===== src/ppmp_pkg.sv =====
`default_nettype none
package ppmp_pkg;

  localparam int MAX_DIM_DEF = 4096;
  localparam int NUM_W       = 16;
  localparam int DIM_OUT_W   = 13;
  localparam int QDEPTH      = 4;
  localparam int QPTR_W      = 2;

  typedef logic [NUM_W-1:0]     num_t;
  typedef logic [DIM_OUT_W-1:0] dim_out_t;

  localparam logic [7:0] CH_HASH = 8'h23;
  localparam logic [7:0] CH_P    = 8'h50;
  localparam logic [7:0] CH_3    = 8'h33;
  localparam logic [7:0] CH_6    = 8'h36;
  localparam logic [7:0] CH_0    = 8'h30;
  localparam logic [7:0] CH_9    = 8'h39;
  localparam logic [7:0] CH_SP   = 8'h20;
  localparam logic [7:0] CH_TAB  = 8'h09;
  localparam logic [7:0] CH_LF   = 8'h0A;
  localparam logic [7:0] CH_CR   = 8'h0D;
  localparam num_t MAXVAL_REQ    = 16'd255;

  typedef enum logic [1:0] {
    KIND_HDR = 2'd0,
    KIND_PIX = 2'd1,
    KIND_ERR = 2'd2
  } kind_t;

  typedef enum logic [2:0] {
    ERR_TYPE  = 3'd0,
    ERR_ZERO  = 3'd1,
    ERR_MAXV  = 3'd2,
    ERR_STRAY = 3'd3,
    ERR_TRUNC = 3'd4,
    ERR_LARGE = 3'd5
  } err_t;

  typedef enum logic [2:0] {
    PH_MAGIC_P,
    PH_MAGIC_D,
    PH_WIDTH,
    PH_HEIGHT,
    PH_MAXVAL,
    PH_ASCII,
    PH_BINARY,
    PH_DONE
  } phase_t;

  typedef struct packed {
    logic [7:0] data;
    logic       eod;
    logic       ws;
    logic       digit;
    logic       hash;
    logic       is_p;
    logic       is_3;
    logic       is_6;
    logic       is_lf;
    logic [3:0] dval;
  } byte_cls_t;

endpackage
`default_nettype wire


===== src/ppmp_front.sv =====
`default_nettype none
module ppmp_front (
  input  wire                        clk,
  input  wire                        rst_n,
  input  wire                        in_valid,
  output logic                       in_stall,
  input  wire  [7:0]                 in_data_byte,
  input  wire                        in_end_of_data,
  input  wire                        q_full,
  output logic                       q_push,
  output ppmp_pkg::byte_cls_t        q_item
);

  logic                 item_v_r;
  logic                 item_v_nxt;
  ppmp_pkg::byte_cls_t  item_r;
  ppmp_pkg::byte_cls_t  cls;
  logic                 accept;

  always_comb begin
    cls.data  = in_data_byte;
    cls.eod   = in_end_of_data;
    cls.ws    = (in_data_byte == ppmp_pkg::CH_SP) || (in_data_byte == ppmp_pkg::CH_TAB) ||
                (in_data_byte == ppmp_pkg::CH_CR) || (in_data_byte == ppmp_pkg::CH_LF);
    cls.digit = (in_data_byte >= ppmp_pkg::CH_0) && (in_data_byte <= ppmp_pkg::CH_9);
    cls.hash  = (in_data_byte == ppmp_pkg::CH_HASH);
    cls.is_p  = (in_data_byte == ppmp_pkg::CH_P);
    cls.is_3  = (in_data_byte == ppmp_pkg::CH_3);
    cls.is_6  = (in_data_byte == ppmp_pkg::CH_6);
    cls.is_lf = (in_data_byte == ppmp_pkg::CH_LF);
    cls.dval  = 4'(in_data_byte - ppmp_pkg::CH_0);
  end

  assign q_push   = item_v_r && !q_full;
  assign in_stall = item_v_r && q_full;
  assign accept   = in_valid && !in_stall;
  assign q_item   = item_r;

  always_comb begin
    item_v_nxt = item_v_r;
    if (accept) begin
      item_v_nxt = 1'b1;
    end else if (q_push) begin
      item_v_nxt = 1'b0;
    end
  end

  always_ff @(posedge clk) begin
    if (!rst_n) begin
      item_v_r <= 1'b0;
    end else begin
      item_v_r <= item_v_nxt;
    end
  end

  always_ff @(posedge clk) begin
    if (accept) begin
      item_r <= cls;
    end
  end

endmodule
`default_nettype wire


===== src/ppmp_queue.sv =====
`default_nettype none
module ppmp_queue (
  input  wire                         clk,
  input  wire                         rst_n,
  input  wire                         push,
  input  wire ppmp_pkg::byte_cls_t    push_item,
  output logic                        full,
  input  wire                         pop,
  output ppmp_pkg::byte_cls_t         pop_item,
  output logic                        empty
);

  ppmp_pkg::byte_cls_t              mem [ppmp_pkg::QDEPTH];
  logic [ppmp_pkg::QPTR_W-1:0]      wr_ptr_r;
  logic [ppmp_pkg::QPTR_W-1:0]      wr_ptr_nxt;
  logic [ppmp_pkg::QPTR_W-1:0]      rd_ptr_r;
  logic [ppmp_pkg::QPTR_W-1:0]      rd_ptr_nxt;
  logic [ppmp_pkg::QPTR_W:0]        count_r;
  logic [ppmp_pkg::QPTR_W:0]        count_nxt;
  logic                             do_push;
  logic                             do_pop;

  assign full     = (count_r == (ppmp_pkg::QPTR_W+1)'(ppmp_pkg::QDEPTH));
  assign empty    = (count_r == '0);
  assign do_push  = push && !full;
  assign do_pop   = pop && !empty;
  assign pop_item = mem[rd_ptr_r];

  always_comb begin
    wr_ptr_nxt = do_push ? wr_ptr_r + 1'b1 : wr_ptr_r;
    rd_ptr_nxt = do_pop ? rd_ptr_r + 1'b1 : rd_ptr_r;
    count_nxt  = count_r;
    if (do_push && !do_pop) begin
      count_nxt = count_r + 1'b1;
    end else if (do_pop && !do_push) begin
      count_nxt = count_r - 1'b1;
    end
  end

  always_ff @(posedge clk) begin
    if (!rst_n) begin
      wr_ptr_r <= '0;
      rd_ptr_r <= '0;
      count_r  <= '0;
    end else begin
      wr_ptr_r <= wr_ptr_nxt;
      rd_ptr_r <= rd_ptr_nxt;
      count_r  <= count_nxt;
    end
  end

  always_ff @(posedge clk) begin
    if (do_push) begin
      mem[wr_ptr_r] <= push_item;
    end
  end

endmodule
`default_nettype wire


===== src/ppmp_back.sv =====
`default_nettype none
module ppmp_back #(
  parameter int MAX_DIM = ppmp_pkg::MAX_DIM_DEF
) (
  input  wire                           clk,
  input  wire                           rst_n,
  input  wire                           q_empty,
  input  wire ppmp_pkg::byte_cls_t      q_item,
  output logic                          q_pop,
  output logic                          out_valid,
  input  wire                           out_stall,
  output logic [1:0]                    out_kind,
  output logic [2:0]                    out_error_code,
  output logic [ppmp_pkg::DIM_OUT_W-1:0] out_image_width,
  output logic [ppmp_pkg::DIM_OUT_W-1:0] out_image_height,
  output logic [7:0]                    out_red,
  output logic [7:0]                    out_green,
  output logic [7:0]                    out_blue,
  output logic                          out_last_pixel
);

  localparam int DW    = $clog2(MAX_DIM + 1);
  localparam int CNT_W = 2 * DW;
  localparam int NW    = ppmp_pkg::NUM_W;
  localparam ppmp_pkg::num_t DIM_LIM = ppmp_pkg::num_t'(MAX_DIM);

  ppmp_pkg::phase_t  phase_r, phase_nxt;
  logic              in_comment_r, in_comment_nxt;
  ppmp_pkg::num_t    acc_r, acc_nxt;
  logic              digit_seen_r, digit_seen_nxt;
  ppmp_pkg::num_t    w_r, w_nxt;
  ppmp_pkg::num_t    h_r, h_nxt;
  logic              binary_r, binary_nxt;
  logic [1:0]        ch_r, ch_nxt;
  logic [7:0]        red_r, red_nxt;
  logic [7:0]        green_r, green_nxt;
  logic [CNT_W-1:0]  count_r, count_nxt;
  logic              err_r, err_nxt;

  logic              out_valid_r;
  ppmp_pkg::kind_t   kind_r, kind_nxt;
  ppmp_pkg::err_t    code_r, code_nxt;
  ppmp_pkg::dim_out_t ow_r, ow_nxt;
  ppmp_pkg::dim_out_t oh_r, oh_nxt;
  logic [7:0]        or_r, or_nxt;
  logic [7:0]        og_r, og_nxt;
  logic [7:0]        ob_r, ob_nxt;
  logic              olast_r, olast_nxt;

  logic              step, go, eod;
  logic              num_ph, open_txt;
  logic [NW+3:0]     acc_ext, acc_mul;
  ppmp_pkg::num_t    acc_digit, end_v;
  logic              hash_err, stray, digit_upd, end_num;
  logic              comment_set, comment_clr;
  logic              magic_d_ok;
  logic              hdr_end, hdr_zero, hdr_big, hdr_badmax, hdr_ok;
  logic              take, pixel_fire, last_hit;
  logic [7:0]        take_v;
  logic              err_fire;
  ppmp_pkg::err_t    err_code;
  logic              trunc, res_valid;
  logic [CNT_W-1:0]  product;

  assign step     = !q_empty && (!out_valid_r || !out_stall);
  assign q_pop    = step;
  assign eod      = q_item.eod;
  assign go       = step && !err_r && (phase_r != ppmp_pkg::PH_DONE);
  assign num_ph   = (phase_r == ppmp_pkg::PH_WIDTH) || (phase_r == ppmp_pkg::PH_HEIGHT) ||
                    (phase_r == ppmp_pkg::PH_MAXVAL) || (phase_r == ppmp_pkg::PH_ASCII);
  assign open_txt = num_ph && !in_comment_r;

  assign acc_ext  = {4'b0, acc_r};
  assign acc_mul  = (acc_ext << 3) + (acc_ext << 1) + {{NW{1'b0}}, q_item.dval};
  always_comb begin
    if (phase_r == ppmp_pkg::PH_ASCII) begin
      acc_digit = acc_mul[NW-1:0];
    end else if (|acc_mul[NW+3:NW]) begin
      acc_digit = '1;
    end else begin
      acc_digit = acc_mul[NW-1:0];
    end
  end
  assign end_v = (q_item.digit && (phase_r == ppmp_pkg::PH_ASCII)) ? acc_digit : acc_r;

  assign hash_err    = q_item.hash && (phase_r == ppmp_pkg::PH_MAXVAL) && binary_r &&
                       digit_seen_r;
  assign stray       = !q_item.digit && !q_item.ws && !q_item.hash;
  assign digit_upd   = go && open_txt && q_item.digit;
  assign end_num     = go && open_txt &&
                       ((q_item.digit && (phase_r == ppmp_pkg::PH_ASCII) && eod) ||
                        ((q_item.ws || (q_item.hash && !hash_err)) && digit_seen_r));
  assign comment_set = go && !in_comment_r && q_item.hash &&
                       ((phase_r == ppmp_pkg::PH_MAGIC_P) || (num_ph && !hash_err));
  assign comment_clr = go && in_comment_r && q_item.is_lf &&
                       (phase_r != ppmp_pkg::PH_BINARY) && (phase_r != ppmp_pkg::PH_MAGIC_D);
  assign magic_d_ok  = q_item.is_3 || q_item.is_6;

  assign hdr_end    = end_num && (phase_r == ppmp_pkg::PH_MAXVAL);
  assign hdr_zero   = (w_r == '0) || (h_r == '0);
  assign hdr_big    = (w_r > DIM_LIM) || (h_r > DIM_LIM);
  assign hdr_badmax = (end_v != ppmp_pkg::MAXVAL_REQ);
  assign hdr_ok     = hdr_end && !hdr_zero && !hdr_big && !hdr_badmax;
  assign product    = CNT_W'(w_r[DW-1:0]) * CNT_W'(h_r[DW-1:0]);

  assign take       = (go && (phase_r == ppmp_pkg::PH_BINARY)) ||
                      (end_num && (phase_r == ppmp_pkg::PH_ASCII));
  assign take_v     = (phase_r == ppmp_pkg::PH_BINARY) ? q_item.data : end_v[7:0];
  assign pixel_fire = take && ch_r[1];
  assign last_hit   = (count_r == CNT_W'(1));

  always_comb begin
    err_fire = 1'b0;
    err_code = ppmp_pkg::ERR_TYPE;
    if (go) begin
      if (phase_r == ppmp_pkg::PH_MAGIC_D) begin
        err_fire = !magic_d_ok;
      end else if ((phase_r == ppmp_pkg::PH_MAGIC_P) && !in_comment_r) begin
        err_fire = !q_item.ws && !q_item.hash && !q_item.is_p;
      end else if (open_txt) begin
        if (hash_err || stray) begin
          err_fire = 1'b1;
          err_code = ppmp_pkg::ERR_STRAY;
        end else if (hdr_end && hdr_zero) begin
          err_fire = 1'b1;
          err_code = ppmp_pkg::ERR_ZERO;
        end else if (hdr_end && hdr_big) begin
          err_fire = 1'b1;
          err_code = ppmp_pkg::ERR_LARGE;
        end else if (hdr_end && hdr_badmax) begin
          err_fire = 1'b1;
          err_code = ppmp_pkg::ERR_MAXV;
        end
      end
    end
  end

  assign trunc     = go && eod && !err_fire && !(pixel_fire && last_hit);
  assign res_valid = trunc || err_fire || hdr_ok || pixel_fire;

  always_comb begin
    phase_nxt = phase_r;
    if (step && eod) begin
      phase_nxt = ppmp_pkg::PH_MAGIC_P;
    end else if (go) begin
      unique case (phase_r)
        ppmp_pkg::PH_MAGIC_P: begin
          if (!in_comment_r && q_item.is_p) phase_nxt = ppmp_pkg::PH_MAGIC_D;
        end
        ppmp_pkg::PH_MAGIC_D: begin
          if (magic_d_ok) phase_nxt = ppmp_pkg::PH_WIDTH;
        end
        ppmp_pkg::PH_WIDTH: begin
          if (end_num) phase_nxt = ppmp_pkg::PH_HEIGHT;
        end
        ppmp_pkg::PH_HEIGHT: begin
          if (end_num) phase_nxt = ppmp_pkg::PH_MAXVAL;
        end
        ppmp_pkg::PH_MAXVAL: begin
          if (hdr_ok) phase_nxt = binary_r ? ppmp_pkg::PH_BINARY : ppmp_pkg::PH_ASCII;
        end
        ppmp_pkg::PH_ASCII, ppmp_pkg::PH_BINARY: begin
          if (pixel_fire && last_hit) phase_nxt = ppmp_pkg::PH_DONE;
        end
        ppmp_pkg::PH_DONE: begin
          phase_nxt = phase_r;
        end
        default: begin
          phase_nxt = ppmp_pkg::PH_MAGIC_P;
        end
      endcase
    end
  end

  always_comb begin
    kind_nxt  = ppmp_pkg::KIND_HDR;
    code_nxt  = ppmp_pkg::ERR_TYPE;
    ow_nxt    = '0;
    oh_nxt    = '0;
    or_nxt    = '0;
    og_nxt    = '0;
    ob_nxt    = '0;
    olast_nxt = 1'b0;
    if (trunc) begin
      kind_nxt = ppmp_pkg::KIND_ERR;
      code_nxt = ppmp_pkg::ERR_TRUNC;
    end else if (err_fire) begin
      kind_nxt = ppmp_pkg::KIND_ERR;
      code_nxt = err_code;
    end else if (hdr_ok) begin
      kind_nxt = ppmp_pkg::KIND_HDR;
      ow_nxt   = w_r[ppmp_pkg::DIM_OUT_W-1:0];
      oh_nxt   = h_r[ppmp_pkg::DIM_OUT_W-1:0];
    end else if (pixel_fire) begin
      kind_nxt  = ppmp_pkg::KIND_PIX;
      or_nxt    = red_r;
      og_nxt    = green_r;
      ob_nxt    = take_v;
      olast_nxt = last_hit;
    end
  end

  always_comb begin
    in_comment_nxt = in_comment_r;
    acc_nxt        = acc_r;
    digit_seen_nxt = digit_seen_r;
    w_nxt          = w_r;
    h_nxt          = h_r;
    binary_nxt     = binary_r;
    ch_nxt         = ch_r;
    red_nxt        = red_r;
    green_nxt      = green_r;
    count_nxt      = count_r;
    err_nxt        = err_r;
    if (step && eod) begin
      in_comment_nxt = 1'b0;
      acc_nxt        = '0;
      digit_seen_nxt = 1'b0;
      ch_nxt         = '0;
      err_nxt        = 1'b0;
    end else if (go) begin
      err_nxt = err_fire;
      if (comment_set) in_comment_nxt = 1'b1;
      if (comment_clr) in_comment_nxt = 1'b0;
      if (digit_upd) begin
        acc_nxt        = acc_digit;
        digit_seen_nxt = 1'b1;
      end
      if (end_num) begin
        acc_nxt        = '0;
        digit_seen_nxt = 1'b0;
        if (phase_r == ppmp_pkg::PH_WIDTH) w_nxt = end_v;
        if (phase_r == ppmp_pkg::PH_HEIGHT) h_nxt = end_v;
      end
      if ((phase_r == ppmp_pkg::PH_MAGIC_D) && magic_d_ok) binary_nxt = q_item.is_6;
      if (take) begin
        case (ch_r)
          2'd0: begin
            red_nxt = take_v;
            ch_nxt  = 2'd1;
          end
          2'd1: begin
            green_nxt = take_v;
            ch_nxt    = 2'd2;
          end
          default: begin
            ch_nxt = 2'd0;
          end
        endcase
      end
      if (hdr_ok) begin
        count_nxt = product;
        ch_nxt    = '0;
      end
      if (pixel_fire && !last_hit) count_nxt = count_r - CNT_W'(1);
    end
  end

  always_ff @(posedge clk) begin
    if (!rst_n) begin
      phase_r      <= ppmp_pkg::PH_MAGIC_P;
      in_comment_r <= 1'b0;
      acc_r        <= '0;
      digit_seen_r <= 1'b0;
      ch_r         <= '0;
      err_r        <= 1'b0;
      out_valid_r  <= 1'b0;
    end else begin
      phase_r      <= phase_nxt;
      in_comment_r <= in_comment_nxt;
      acc_r        <= acc_nxt;
      digit_seen_r <= digit_seen_nxt;
      ch_r         <= ch_nxt;
      err_r        <= err_nxt;
      if (step && res_valid) begin
        out_valid_r <= 1'b1;
      end else if (!out_stall) begin
        out_valid_r <= 1'b0;
      end
    end
  end

  always_ff @(posedge clk) begin
    w_r      <= w_nxt;
    h_r      <= h_nxt;
    binary_r <= binary_nxt;
    red_r    <= red_nxt;
    green_r  <= green_nxt;
    count_r  <= count_nxt;
    if (step && res_valid) begin
      kind_r  <= kind_nxt;
      code_r  <= code_nxt;
      ow_r    <= ow_nxt;
      oh_r    <= oh_nxt;
      or_r    <= or_nxt;
      og_r    <= og_nxt;
      ob_r    <= ob_nxt;
      olast_r <= olast_nxt;
    end
  end

  assign out_valid        = out_valid_r;
  assign out_kind         = kind_r;
  assign out_error_code   = code_r;
  assign out_image_width  = ow_r;
  assign out_image_height = oh_r;
  assign out_red          = or_r;
  assign out_green        = og_r;
  assign out_blue         = ob_r;
  assign out_last_pixel   = olast_r;

endmodule
`default_nettype wire


===== src/ppm_image_stream_parser_unit.sv =====
`default_nettype none
// Channel   Ports                                         Direction
// input     in_valid, in_stall, in_data_byte, in_end_of_data    in (in_stall out)
// result    out_valid, out_stall, out_kind .. out_last_pixel    out (out_stall in)
//
// One byte is accepted per cycle while in_stall is low, and each byte gives
// zero or one result. A result is presented once its byte has passed the
// front register and the queue into the output register. The four-entry
// queue absorbs result stalls; in_stall rises when it is full and a byte waits.
// Reset is synchronous on rst_n and returns the parser to the start of a file.
module ppm_image_stream_parser_unit #(
  parameter int MAX_DIM = ppmp_pkg::MAX_DIM_DEF
) (
  input  wire                            clk,
  input  wire                            rst_n,
  input  wire                            in_valid,
  output logic                           in_stall,
  input  wire  [7:0]                     in_data_byte,
  input  wire                            in_end_of_data,
  output logic                           out_valid,
  input  wire                            out_stall,
  output logic [1:0]                     out_kind,
  output logic [2:0]                     out_error_code,
  output logic [ppmp_pkg::DIM_OUT_W-1:0] out_image_width,
  output logic [ppmp_pkg::DIM_OUT_W-1:0] out_image_height,
  output logic [7:0]                     out_red,
  output logic [7:0]                     out_green,
  output logic [7:0]                     out_blue,
  output logic                           out_last_pixel
);

  logic                 q_full;
  logic                 q_empty;
  logic                 q_push;
  logic                 q_pop;
  ppmp_pkg::byte_cls_t  q_in_item;
  ppmp_pkg::byte_cls_t  q_out_item;

  ppmp_front u_front (
    .clk            (clk),
    .rst_n          (rst_n),
    .in_valid       (in_valid),
    .in_stall       (in_stall),
    .in_data_byte   (in_data_byte),
    .in_end_of_data (in_end_of_data),
    .q_full         (q_full),
    .q_push         (q_push),
    .q_item         (q_in_item)
  );

  ppmp_queue u_queue (
    .clk       (clk),
    .rst_n     (rst_n),
    .push      (q_push),
    .push_item (q_in_item),
    .full      (q_full),
    .pop       (q_pop),
    .pop_item  (q_out_item),
    .empty     (q_empty)
  );

  ppmp_back #(
    .MAX_DIM (MAX_DIM)
  ) u_back (
    .clk              (clk),
    .rst_n            (rst_n),
    .q_empty          (q_empty),
    .q_item           (q_out_item),
    .q_pop            (q_pop),
    .out_valid        (out_valid),
    .out_stall        (out_stall),
    .out_kind         (out_kind),
    .out_error_code   (out_error_code),
    .out_image_width  (out_image_width),
    .out_image_height (out_image_height),
    .out_red          (out_red),
    .out_green        (out_green),
    .out_blue         (out_blue),
    .out_last_pixel   (out_last_pixel)
  );

  a_queue_sane: assert property (@(posedge clk) disable iff (!rst_n)
    !(q_full && q_empty))
    else $error("queue reports full and empty together");

  a_pop_only_when_free: assert property (@(posedge clk) disable iff (!rst_n)
    q_pop |-> (!q_empty && (!out_valid || !out_stall)))
    else $error("queue popped while the result register was blocked");

  a_pixel_clean: assert property (@(posedge clk) disable iff (!rst_n)
    (out_valid && (out_kind == ppmp_pkg::KIND_PIX)) |->
      ((out_error_code == 3'd0) && (out_image_width == '0) && (out_image_height == '0)))
    else $error("pixel request carries header or error fields");

  a_error_clean: assert property (@(posedge clk) disable iff (!rst_n)
    (out_valid && (out_kind == ppmp_pkg::KIND_ERR)) |->
      ((out_red == '0) && (out_green == '0) && (out_blue == '0) && !out_last_pixel))
    else $error("error request carries pixel fields");

endmodule
`default_nettype wire

===== config.mk =====
export PLATFORM = sky130hd
export DESIGN_NAME = ppm_image_stream_parser_unit
export DESIGN_NICKNAME = d
export VERILOG_FILES = /design/src/ppmp_pkg.sv /design/src/ppmp_front.sv /design/src/ppmp_queue.sv /design/src/ppmp_back.sv /design/src/ppm_image_stream_parser_unit.sv
export SDC_FILE = /design/constraint.sdc
export NUM_CORES = 1
export LEC_CHECK = 0
export BUFFER_PORTS_ARGS = -buffer_cell sky130_fd_sc_hd__buf_2
export CORE_MARGIN = 2
export CORE_UTILIZATION = 55
export DETAILED_ROUTE_END_ITERATION = 6
export PLACE_DENSITY = 0.8
export SYNTH_ARGS = -nofsm -noshare
export SYNTH_HDL_FRONTEND = slang
export SYNTH_HIERARCHICAL = 1
export SYNTH_SLANG_ARGS = --single-unit

===== constraint.sdc =====
create_clock -name clk -period 8.7 [get_ports clk]
set_input_delay 0.87 -clock clk [delete_from_list [all_inputs] [get_ports clk]]
set_output_delay 0.87 -clock clk [all_outputs]
set_load 0.02 [all_outputs]

==> run_results.csv <==
group,metric,value,unit
drt,drc,0,
timing,setup-violations-final,0,
timing,slew_headroom,25.6,%
drt,viasPerCell,6.01,
global_route,antenna_found_initial,0,
cells_and_area,antenna_cells,0,
worst_hold_path,hold_class,"input port to register",
drt,postRouteAntennaNets,0,
logic_synthesis,synth_top_area_share,39.0,%
clock_tree,post_cts_resize_count,0,
logic_synthesis,synth_area,0.0175,mm2
global_route,grt_pass1_vias,12200,
setup_path,crit_chain,"nand2_1 > fa_1 > fa_1 > inv_1 > fa_1 > inv_1 > fa_1 > inv_1 > fa_1 > ha_1 > a21o_1 > a2111o_1 > nand2b_1 > a41oi_1 > o211ai_1 > a21oi_1 > or3_1 > a31o_1",
floorplanning,dieArea,0.0332,mm2
timing,hold_viol,0,
setup_path,reg2reg_slack,2.51,ns
setup_path,worstSetupPathType,"register to register",
drt,drt_iter0_markers,1066,
logic_synthesis,synth_area_leaders,"edfxtp_1 39%, fa_1 14%, ha_1 7.8%",
clock_tree,numCtsBuffers,28,
logic_synthesis,synth-edff-count,227,
placement,hpwl,30200,um
cells_and_area,final_common_cell,"edfxtp_1",
drt,drt-wirelength-per-cell,20.6,um
drt,num_vias,12100,
setup_path,path_max_fanout,16,
global_route,grt_max_degree,57,
setup_path,r2r_start,"u_back/h_r[12]",
worst_hold_path,whs_endpoint,"u_front/q_item[11]",
drt,wl,41700,um
floorplanning,core,0.0314,mm2
placement,port_buffers,70,
clock_tree,cts_num_sinks,262,
cells_and_area,nets,1841,
power,leakage,0.00821,uW
global_route,grt_use_total,25.5,%
global_route,grt-ovfl-total,0,
clock_tree,ctsHoldBuffers,0,
setup_path,slowest_delay,0.71,ns
timing,slew_viol_final,0,
setup_path,crit_family,"adder cells",
timing,finClkSkew,0.0216,ns
setup_path,crit_buf_inv,3,
setup_path,cp.arrival,6.51,ns
logic_synthesis,yosysWarnings,6,
setup_path,crit_required,9.01,ns
logic_synthesis,ys_ff_latch,262,
power,vdd_drop_max,0.000218,V
floorplanning,start_util,55.6,%
global_route,grt_pass1_wl,66200,um
clock_tree,clkTransAtPathRegs,0.07,ns
setup_path,reg2reg_depth,18,
drt,firstDrtPassIters,7,
cells_and_area,postLayoutCoreUtil,60.9,%
timing,fmax,0.161,GHz
clock_tree,cts_buffer_depth,3,
run_status,status,"finished clean",
logic_synthesis,yosysUniqueCellTypes,79,
setup_path,critPathCaptureType,"register",
floorplanning,boundaryPins,71,
timing,worst_pin_slew,1.12,ns
timing,fin_crit_sh,71.2,%
power,power_density,184,mW/mm2
clock_tree,cts_tree,"built",
floorplanning,rows,65,
logic_synthesis,yosysTopAreaCell,"edfxtp_1",
setup_path,cp-start-kind,"register",
logic_synthesis,async_flop_share,0,%
cells_and_area,drive_above_1_share,10.6,%
setup_path,r2r_end,"u_back/count_r[25]",
clock_tree,h-tree-depth,1,
logic_synthesis,synthCells,1547,
run,drv_cap,0,
logic_synthesis,synth_ff_type,"edfxtp_1",
logic_synthesis,syn_avg_cell_area,11.3,um2
cells_and_area,final_cell_mix,"227 x edfxtp_1, 194 x nand2_1, 162 x inv_1",
timing,rsz0062_at_grt,"false",
setup_path,crit_slowest_cell,"edfxtp_1",
setup_path,cp_common_cell,"fa_1",
floorplanning,die_x,182,um
clock_tree,postCtsSetupRepairBufs,0,
timing,period_needed,6.19,ns
floorplanning,dieHeight,182,um
clock_tree,clock-root-buffer,"clkbuf_16",
worst_hold_path,min-delay-start,"in_end_of_data",
cells_and_area,syn2layout_area_growth,9.44,%
logic_synthesis,synth_sequential_area_ratio,43.0,%
logic_synthesis,synthesis.nets,1793,
placement,place_congestion,0.969,
timing,setup_tns,0,ns
clock_tree,insertion_delay,0.56,ns
worst_hold_path,min_path_cells,1,
-- state kept, by name, indices dropped and copies added, names as in the netlist, 13 cells and up, named ones only --
signal	flops
u_back/out_image_height	13
u_queue/mem	80
u_back/count_r	26
u_back/acc_r	16
u_back/h_r	16
u_back/w_r	16
u_front/q_item	16
u_back/out_image_width	13
-- Yosys cell counts, types with 10 or more instances --
library cell  number
a21o_1            14
a21oi_1           49
a221o_1           16
a31oi_1           16
and2_1           124
and3_1            10
clkbuf_1          45
dfxtp_1           35
edfxtp_1         227
fa_1             124
ha_1             109
inv_1            162
mux4_2            20
nand2_1          194
nand3_1           25
nor2_1            63
nor2b_1           11
nor3_1            25
nor4_1            18
o21ai_0           32
o21ai_1           15
or3_1             12
xnor2_1           28
xor2_1            27
-- worst register-to-register path: cells and delay by family (launching register included) --
family / cells / cell delay (ns)
fa+ha+maj: 6 / 3.06
compound gates: 6 / 1.38
simple gates: 3 / 0.64
flops: 1 / 0.71
buf+inv: 3 / 0.19
-- logic make-up (layout without fill, tap and decap cells) --
group / count (synthesis) / count (layout) / synth area share [%]
AO/OA/AOI/OAI: 210 / 210 / 8.26
XOR/XNOR: 55 / 55 / 2.76
adder cells (fa/ha/maj): 234 / 234 / 22.1
buffers and inverters: 225 / 295 / 5.11
flip-flops: 262 / 262 / 43.0
multiplexers: 31 / 31 / 3.27
AND/OR/NAND/NOR: 530 / 530 / 15.5
-- stage by stage --
stage	std cells	total power (uW)	instance area [um2]	setup WS [ns]	hold WS (ns)
2_1_floorplan	1547	2060	17500	1.92	0.440
3_3_place_gp	1967	2250	18100	2.66	0.470
3_5_place_dp	1967	2270	18100	2.54	0.486
4_1_cts	2019	3530	19100	2.53	0.467
5_1_grt	2019	3630	19100	2.27	0.472
6_report	2019	3510	19100	2.51	0.482
-- how the worst max path moves through the flow --
stage / startpoint / endpoint / depth (start not counted)
final: u_back/h_r[12] / u_back/count_r[25] / 18
after global routing: u_back/h_r[12] / u_back/count_r[25] / 18
after CTS: u_back/h_r[12] / u_back/count_r[25] / 18
after detailed placement: u_back/h_r[12] / u_back/count_r[25] / 18
after global placement: u_back/h_r[12] / u_back/count_r[25] / 18
after floorplan: register / u_back/out_blue[0] / 14
-- layout make-up --
type,instances,area (um2)
clock buffer,33,729
clock inverter,19,245
fill,2473,12300
inverter,163,612
multi-input combinational,1060,9080
sequential,262,7520
tap,402,503
timing repair buffer,80,425
-- power by group --
group	switching [uW]	internal, uW
clock network	504	751
registers	63.7	1520
logic	455	214
-- layer usage --
| layer | GRT usage (%) | up-vias | wire length (um) |
|---|---|---|---|
| li1 | - | 5479 | - |
| met1 | 33.6 | 6049 | 16700 |
| met2 | 42.9 | 488 | 20600 |
| met3 | 3.25 | 114 | 2540 |
| met4 | 10.5 | 0 | 1870 |
| met5 | 0 | - | 0 |
Power figures use the tool's default switching activity.
